## src/nrc_pkg.sv

```systemverilog
`timescale 1ns / 1ps
`default_nettype none
// ----------------------------------------------------------------------------
// nrc_pkg
// Widths, reset values, register codes and pipeline payload types of the
// Neuber / Ramberg-Osgood correction unit.
// ----------------------------------------------------------------------------
package nrc_pkg;

	localparam int WSTR = 40;            // stress, Q24.16
	localparam int WSTN = 32;            // strain, Q2.30
	localparam int WHC  = 24;            // hardening coefficient, Q8.16
	localparam int WDIG = 8;             // multiplier digit

	localparam int NEDIG = WSTN / WDIG;  // strain digits
	localparam int NSDIG = WSTR / WDIG;  // stress digits
	localparam int NYDIG = WSTR / WDIG;  // register digits in the sequencer
	localparam int SEQ_LAST = 2 * NYDIG - 1;
	localparam int WSEQ = 4;

	localparam int WY2  = 2 * WSTR;            // Y^2
	localparam int WD   = 3 * WSTR;            // E*Y^2
	localparam int WP   = WD + WSTN;           // E*Y^2*|strain|
	localparam int WR   = WP + WSTR;           // E*W*Y^2
	localparam int RSH  = 14;
	localparam int WRS  = WR - RSH;
	localparam int WA1  = WHC + WSTR;          // a*m
	localparam int WA2  = WHC + 2 * WSTR;      // a*m^2
	localparam int WA3  = WHC + 3 * WSTR;      // a*m^3
	localparam int WA4  = WHC + 4 * WSTR;      // a*m^4
	localparam int WKM  = WY2 + WSTR;          // Y^2*m
	localparam int WKM2 = WY2 + 2 * WSTR;      // Y^2*m^2
	localparam int WG   = WA4 + 2;
	localparam int WNUM = 160;

	localparam int NROOT = WSTR;
	localparam int NDIV  = WSTN;

	localparam int ST_ROOT0 = 2 + NEDIG + NSDIG;
	localparam int ST_CLIP  = ST_ROOT0 + NROOT;
	localparam int ST_DIV0  = ST_CLIP + 1;
	localparam int NST      = ST_DIV0 + NDIV;

	localparam logic [WSTR-1:0] YOUNG_RST = 40'd13762560000;
	localparam logic [WSTR-1:0] YIELD_RST = 40'd16384000;
	localparam logic [WHC-1:0]  HARD_RST  = 24'd65536;

	localparam logic [WSTR-1:0] STRESS_MAX = {1'b0, {(WSTR-1){1'b1}}};
	localparam logic [WSTN-1:0] STRAIN_MAX = {1'b0, {(WSTN-1){1'b1}}};

	typedef enum logic [1:0] {
		CFG_YOUNG = 2'd0,
		CFG_YIELD = 2'd1,
		CFG_HARD  = 2'd2
	} cfg_idx_t;

	typedef struct packed {
		logic [WP-1:0]   p;
		logic [WR-1:0]   r;
		logic [WSTR-1:0] smag;
		logic [WSTN-1:0] emag;
		logic            sneg;
		logic            eneg;
	} mul_t;

	typedef struct packed {
		logic [WSTR-1:0] m;
		logic [WKM-1:0]  km;
		logic [WKM2-1:0] km2;
		logic [WA1-1:0]  a1;
		logic [WA2-1:0]  a2;
		logic [WA3-1:0]  a3;
		logic [WA4-1:0]  a4;
		logic [WRS-1:0]  rs;
		logic            sneg;
		logic            eneg;
	} root_t;

	typedef struct packed {
		logic [WSTN-1:0] q;
		logic [WNUM-1:0] rem;
		logic [WSTR-1:0] m;
		logic            sneg;
		logic            eneg;
		logic            sat;
	} div_t;

endpackage
`default_nettype wire

```

## src/nrc_div_stage.sv

```systemverilog
`timescale 1ns / 1ps
`default_nettype none
// ----------------------------------------------------------------------------
// nrc_div_stage
// One restoring step of the strain quotient num / (E*Y^2).
// ----------------------------------------------------------------------------
module nrc_div_stage
	import nrc_pkg::*;
#(
	parameter int BIT = 0
) (
	input  logic          clk,
	input  logic          en,
	input  logic [WD-1:0] den,
	input  div_t          d,
	output div_t          q
);

	logic [WNUM-1:0] ds;
	div_t            nxt;

	always_comb begin
		ds  = WNUM'(den) << BIT;
		nxt = d;
		if (d.rem >= ds) begin
			nxt.rem = d.rem - ds;
			nxt.q   = d.q | (WSTN'(1) << BIT);
		end
	end

	always_ff @(posedge clk) begin
		if (en) begin
			q <= nxt;
		end
	end

endmodule
`default_nettype wire

```

## config.mk

```make
export PLATFORM = sky130hd
export DESIGN_NAME = nrc_div_stage
export DESIGN_NICKNAME = d
export VERILOG_FILES = /design/src/nrc_pkg.sv /design/src/nrc_div_stage.sv
export SDC_FILE = /design/constraint.sdc
export NUM_CORES = 1
export LEC_CHECK = 0
export BUFFER_PORTS_ARGS = -buffer_cell sky130_fd_sc_hd__buf_4
export CAP_MARGIN = 40
export CELL_PAD_IN_SITES_DETAIL_PLACEMENT = 0
export CELL_PAD_IN_SITES_GLOBAL_PLACEMENT = 2
export CORE_MARGIN = 1
export CORE_UTILIZATION = 30
export CTS_CLUSTER_DIAMETER = 50
export DETAILED_ROUTE_END_ITERATION = 8
export PLACE_DENSITY = 0.83
export SLEW_MARGIN = 40
export SYNTH_ARGS = -nofsm -noshare
export SYNTH_HDL_FRONTEND = slang
export SYNTH_SLANG_ARGS = --single-unit
```

## constraint.sdc

```tcl
create_clock -name clk -period 6 [get_ports clk]
set_input_delay 1.5 -clock clk [delete_from_list [all_inputs] [get_ports clk]]
set_output_delay 1.5 -clock clk [all_outputs]
set_load 0.02 [all_outputs]
```

# Yosys cells after proc, flatten, opt, wreduce, memory -nomap -nowiden
# Cells that the tools add are included.
# word_totals
reg_bits	235
inputBits	357
out_inout_bits	235
# op_classes
addsub	1
order_cmp	1
muxes	1
# op_table
cell	n
$ge 160x120->1	1
$mux 160	1
$sub 160x120->160	1

# Longest topological paths before layout
# depth
word_depth	2
mapped_depth	16
mapped_depth_nobuf	14

# Worst setup path before layout
# Ideal clock, no wire load.
# synth_timing
path_type	input to register
startpoint	input den[20]
endpoint	register q[183] (netlist name), data pin
t_arrival_ns	4.630
required_time_ns	5.734
slack_ns	1.105
path_stages	16
path_buffers	3
path_cell_list	inv_1 ha_1 buf_2 nand4_1 or2_0 or3_1 or4_1 nor4_2 nor3_1 or3b_1 buf_6 nand2_4 or4_4 buf_6 nor4_4 xor2_1
# synth_lines
item	line_no	text
start: declaration	nrc_div_stage.sv:14	input logic [WD-1:0] den,
end signal: assignment	nrc_div_stage.sv:33	q <= nxt;
end: declaration	nrc_div_stage.sv:16	output div_t q

==> metrics.log <==
[metrics] kind of critical path: in -> reg
[metrics] Die Ht: 247.7 µm
[metrics] post-layout worst setup margin: 0.4813 ns
[metrics] Setup Viol. Count Final: 0
[metrics] synthesized netlist cell count: 2,107
[metrics] Most flops, register: q
[metrics] final setup TNS: 0 ns
[metrics] Post-Place Cell Area: 0.02345 mm²
[metrics] number of detailed-routing iterations run before antenna repair: 9
[metrics] commonest cells after routing, fill and taps aside: 627 x sky130_fd_sc_hd__buf_4, 301 x sky130_fd_sc_hd__a21oi_1, 259 x sky130_fd_sc_hd__nor2_1
[metrics] pin count of the biggest net entering global routing: 114
[metrics] Iter 0 DRT Violations: 1,325
[metrics] wire length of the first global-routing pass: 116,200 µm
[metrics] post-synthesis area per instance: 8.598 µm²
[metrics] CP Launch Type: input port
[metrics] final layout net count: 3,156
[metrics] Antenna Nets Post-Route: 0
[metrics] area of the multi-input gates: 0.01008 mm²
[metrics] number of buffers on the longest clock path: 3
[metrics] Post-Place Setup Slack: 0.07427 ns
[metrics] #FFs+latches synth: 235
[metrics] maximum level of the CTS H-tree: 2
[metrics] finished layout cell area: 0.02479 mm²
[metrics] final routed wire length divided by cell count: 23.05 µm
[metrics] power per unit of standard cell area: 264.3 mW/mm²
[metrics] core region area: 0.05935 mm²
[metrics] number of antenna violations at the first check in global routing: 2
[metrics] area occupied by registers: 0.007057 mm²
[metrics] Post-CTS Hold Buffers: 0
[metrics] Leak Pwr: 10.67 nW
[metrics] Cell Count, Final, Fillers Out: 3,482
[metrics] leading cell type in the layout, fill and taps excluded: sky130_fd_sc_hd__buf_4
[metrics] number of enable-type register cells in the synthesized netlist: 235
[metrics] Post-Place Cells: 3,409
[metrics] run status: finished, violations left
[metrics] routed via count divided by cell count: 5.305
[metrics] die area: 0.06137 mm²
[metrics] clock period minus worst slack: 5.519 ns
[metrics] violations in the final reports: design-rule violations
[metrics] cell area after synthesis: 0.01812 mm²
[metrics] number of sinks driven by the clock tree: 235
[metrics] HP Class: in -> reg
[metrics] buffers inserted during post-CTS setup optimization: 0
[metrics] number of placement rows: 89
[metrics] layout filler cell count: 6,046
[metrics] data arrival time of the critical path: 5.86 ns
[metrics] number of warnings reported in the yosys synthesis log: 0
[metrics] distinct cell type count of the synthesized netlist: 69
[metrics] total overflow reported by the global router: 0
[metrics] Hold Vio Cnt, Final: 0
[metrics] num ports: 592
[metrics] CTS tree: built
[metrics] clock transition at the registers of the reported paths: 0.06 ns
[metrics] share of final-layout standard cells stronger than drive strength 1: 27.29%
[metrics] Slew @ Worst Pin: 0.8070 ns
[metrics] top_reg_cell synth: sky130_fd_sc_hd__edfxtp_1
[metrics] largest registers in the final layout: q x235
[metrics] Largest register FFs: 235
[metrics] max cap viols: 0
[metrics] cell at the root of the clock tree: sky130_fd_sc_hd__clkbuf_16
[metrics] remaining design rule violation count: 45
[metrics] Max transition margin: 45.63%
[metrics] last weighted congestion value of the routability-driven placer: 0.9417
[metrics] starting density of the core: 30.52%
[metrics] critical path fanouts, max: 5
[metrics] maximum clock frequency: 181.2 MHz
[metrics] Pins Over Slew Limit: 0
[metrics] CTS buffer count: 39
[metrics] number of nets produced by synthesis: 2,585
[metrics] half-perimeter wire length of the detailed placement result: 66,470 µm
[metrics] highest ir drop seen on vdd: 0.1708 mV
[metrics] cells resized by post-CTS repair: 0
[metrics] share of flip-flops with an asynchronous set or reset: 0%
[metrics] final routed wirelength across all metal layers: 80,270 µm
[metrics] RSZ-0062 raised after global routing: no
[metrics] total vias in the final route: 18,470
[metrics] via count of the first global-routing pass: 18,480
[metrics] area added between synthesis and finish: 36.86%
[metrics] Setup crit end kind: register
[metrics] Seq/Total Area, Yosys: 38.95%
[metrics] data required time of the worst path: 6.34 ns
[metrics] Overall Global Routing Usage: 25.32%
[metrics] Port-buffer cells: 591
[metrics] die span in x: 247.7 µm
[metrics] post-route fraction of the period consumed by the critical path: 91.98%
cells in the mapped netlist, drive strengths merged, types with 8 or more instances:
cell	n	area share, %
a211oi	11	0.46
a21oi	301	8.3
a21o	58	2.4
edfxtp	235	39
nor2	259	5.4
or2	12	0.41
nor3	39	1.1
nor4	32	1.3
buf	8	0.29
a31oi	13	0.45
ha	120	8.3
o31ai	11	0.46
nand2b	13	0.45
clkbuf	93	1.9
nor2b	8	0.28
and2	10	0.35
nand3	30	0.83
nand4	81	2.8
nand2	156	3.3
a21boi	12	0.50
o21bai	36	1.5
xor2	77	3.7
mux2	15	0.93
o21a	16	0.66
or3	11	0.38
xnor2	80	3.9
o211ai	12	0.50
inv	157	3.3
o21ai	133	3.7
per-stage QoR:
| step | hold slack (ns) | util (%) | total power, mW |
|---|---|---|---|
| global route | 1.065 | 41.77 | 6.852 |
| detailed placement | 1.679 | 39.52 | 4.281 |
| floorplan | 1.599 | - | 3.305 |
| global placement | 1.678 | 39.50 | 4.291 |
| CTS | 1.057 | 41.72 | 6.611 |
| finish | 1.090 | 41.77 | 6.552 |
final timing paths:
kind  endpoint  slack [ns]  startpoint  cells after the start
min     q[229]        1.09      d[229]                      1
max     q[198]        0.48      den[2]                     14
area by class of cell:
type	count	share of cell area, %
diodes	1	0.01009
repair buffers	631	19.32
clock inverters	28	1.287
well taps	773	3.901
multi-input cells	1614	40.65
clock buffers	43	3.997
inverters	157	2.377
flip-flops and latches	235	28.46
worst max-delay path, stage by stage:
cell and delay [ns]:
sky130_fd_sc_hd__buf_4 0.08, sky130_fd_sc_hd__inv_1 0.03, sky130_fd_sc_hd__ha_1 0.36, sky130_fd_sc_hd__o211ai_1 0.18, sky130_fd_sc_hd__a21oi_1 0.12, sky130_fd_sc_hd__o41ai_1 0.60, sky130_fd_sc_hd__a21oi_1 0.34, sky130_fd_sc_hd__o311ai_0 0.55
sky130_fd_sc_hd__nand3_1 0.45, sky130_fd_sc_hd__a22oi_1 0.52, sky130_fd_sc_hd__a21oi_1 0.31, sky130_fd_sc_hd__a21o_1 0.30, sky130_fd_sc_hd__nor3_1 0.19, sky130_fd_sc_hd__xor2_1 0.33
per-layer routing:
layer  track usage, %  share of wire (%)  vias up
met5                0              0.016        -
met1            31.92                 42     8860
met3            4.487                6.9      105
met2            43.10                 48      717
met4            9.094                3.6        2
li1                 -                  -     8788
report_power, final:
| group | switching, mW | leakage [nW] | internal (mW) | total (mW) |
|---|---|---|---|---|
| combinational | 1.25 | 7.74 | 0.857 | 2.11 |
| clock | 0.927 | 0.630 | 1.36 | 2.29 |
| sequential | 0.0776 | 2.30 | 2.08 | 2.16 |
cells by family (layout without fill, tap and decap cells):
logic type	count (synthesis)	after routing	share of synthesized area [%]
DFF	235	235	38.95
adders and majority gates	121	121	8.398
buffers and inverters	258	859	5.470
other	0	1	0
muxes	16	16	0.9876
xor gates and xnor gates	157	157	7.590
AOI/OAI and AO/OA	645	645	20.98
and+or+nand+nor	675	675	17.62
No activity file was read; power rests on OpenSTA's default activity.
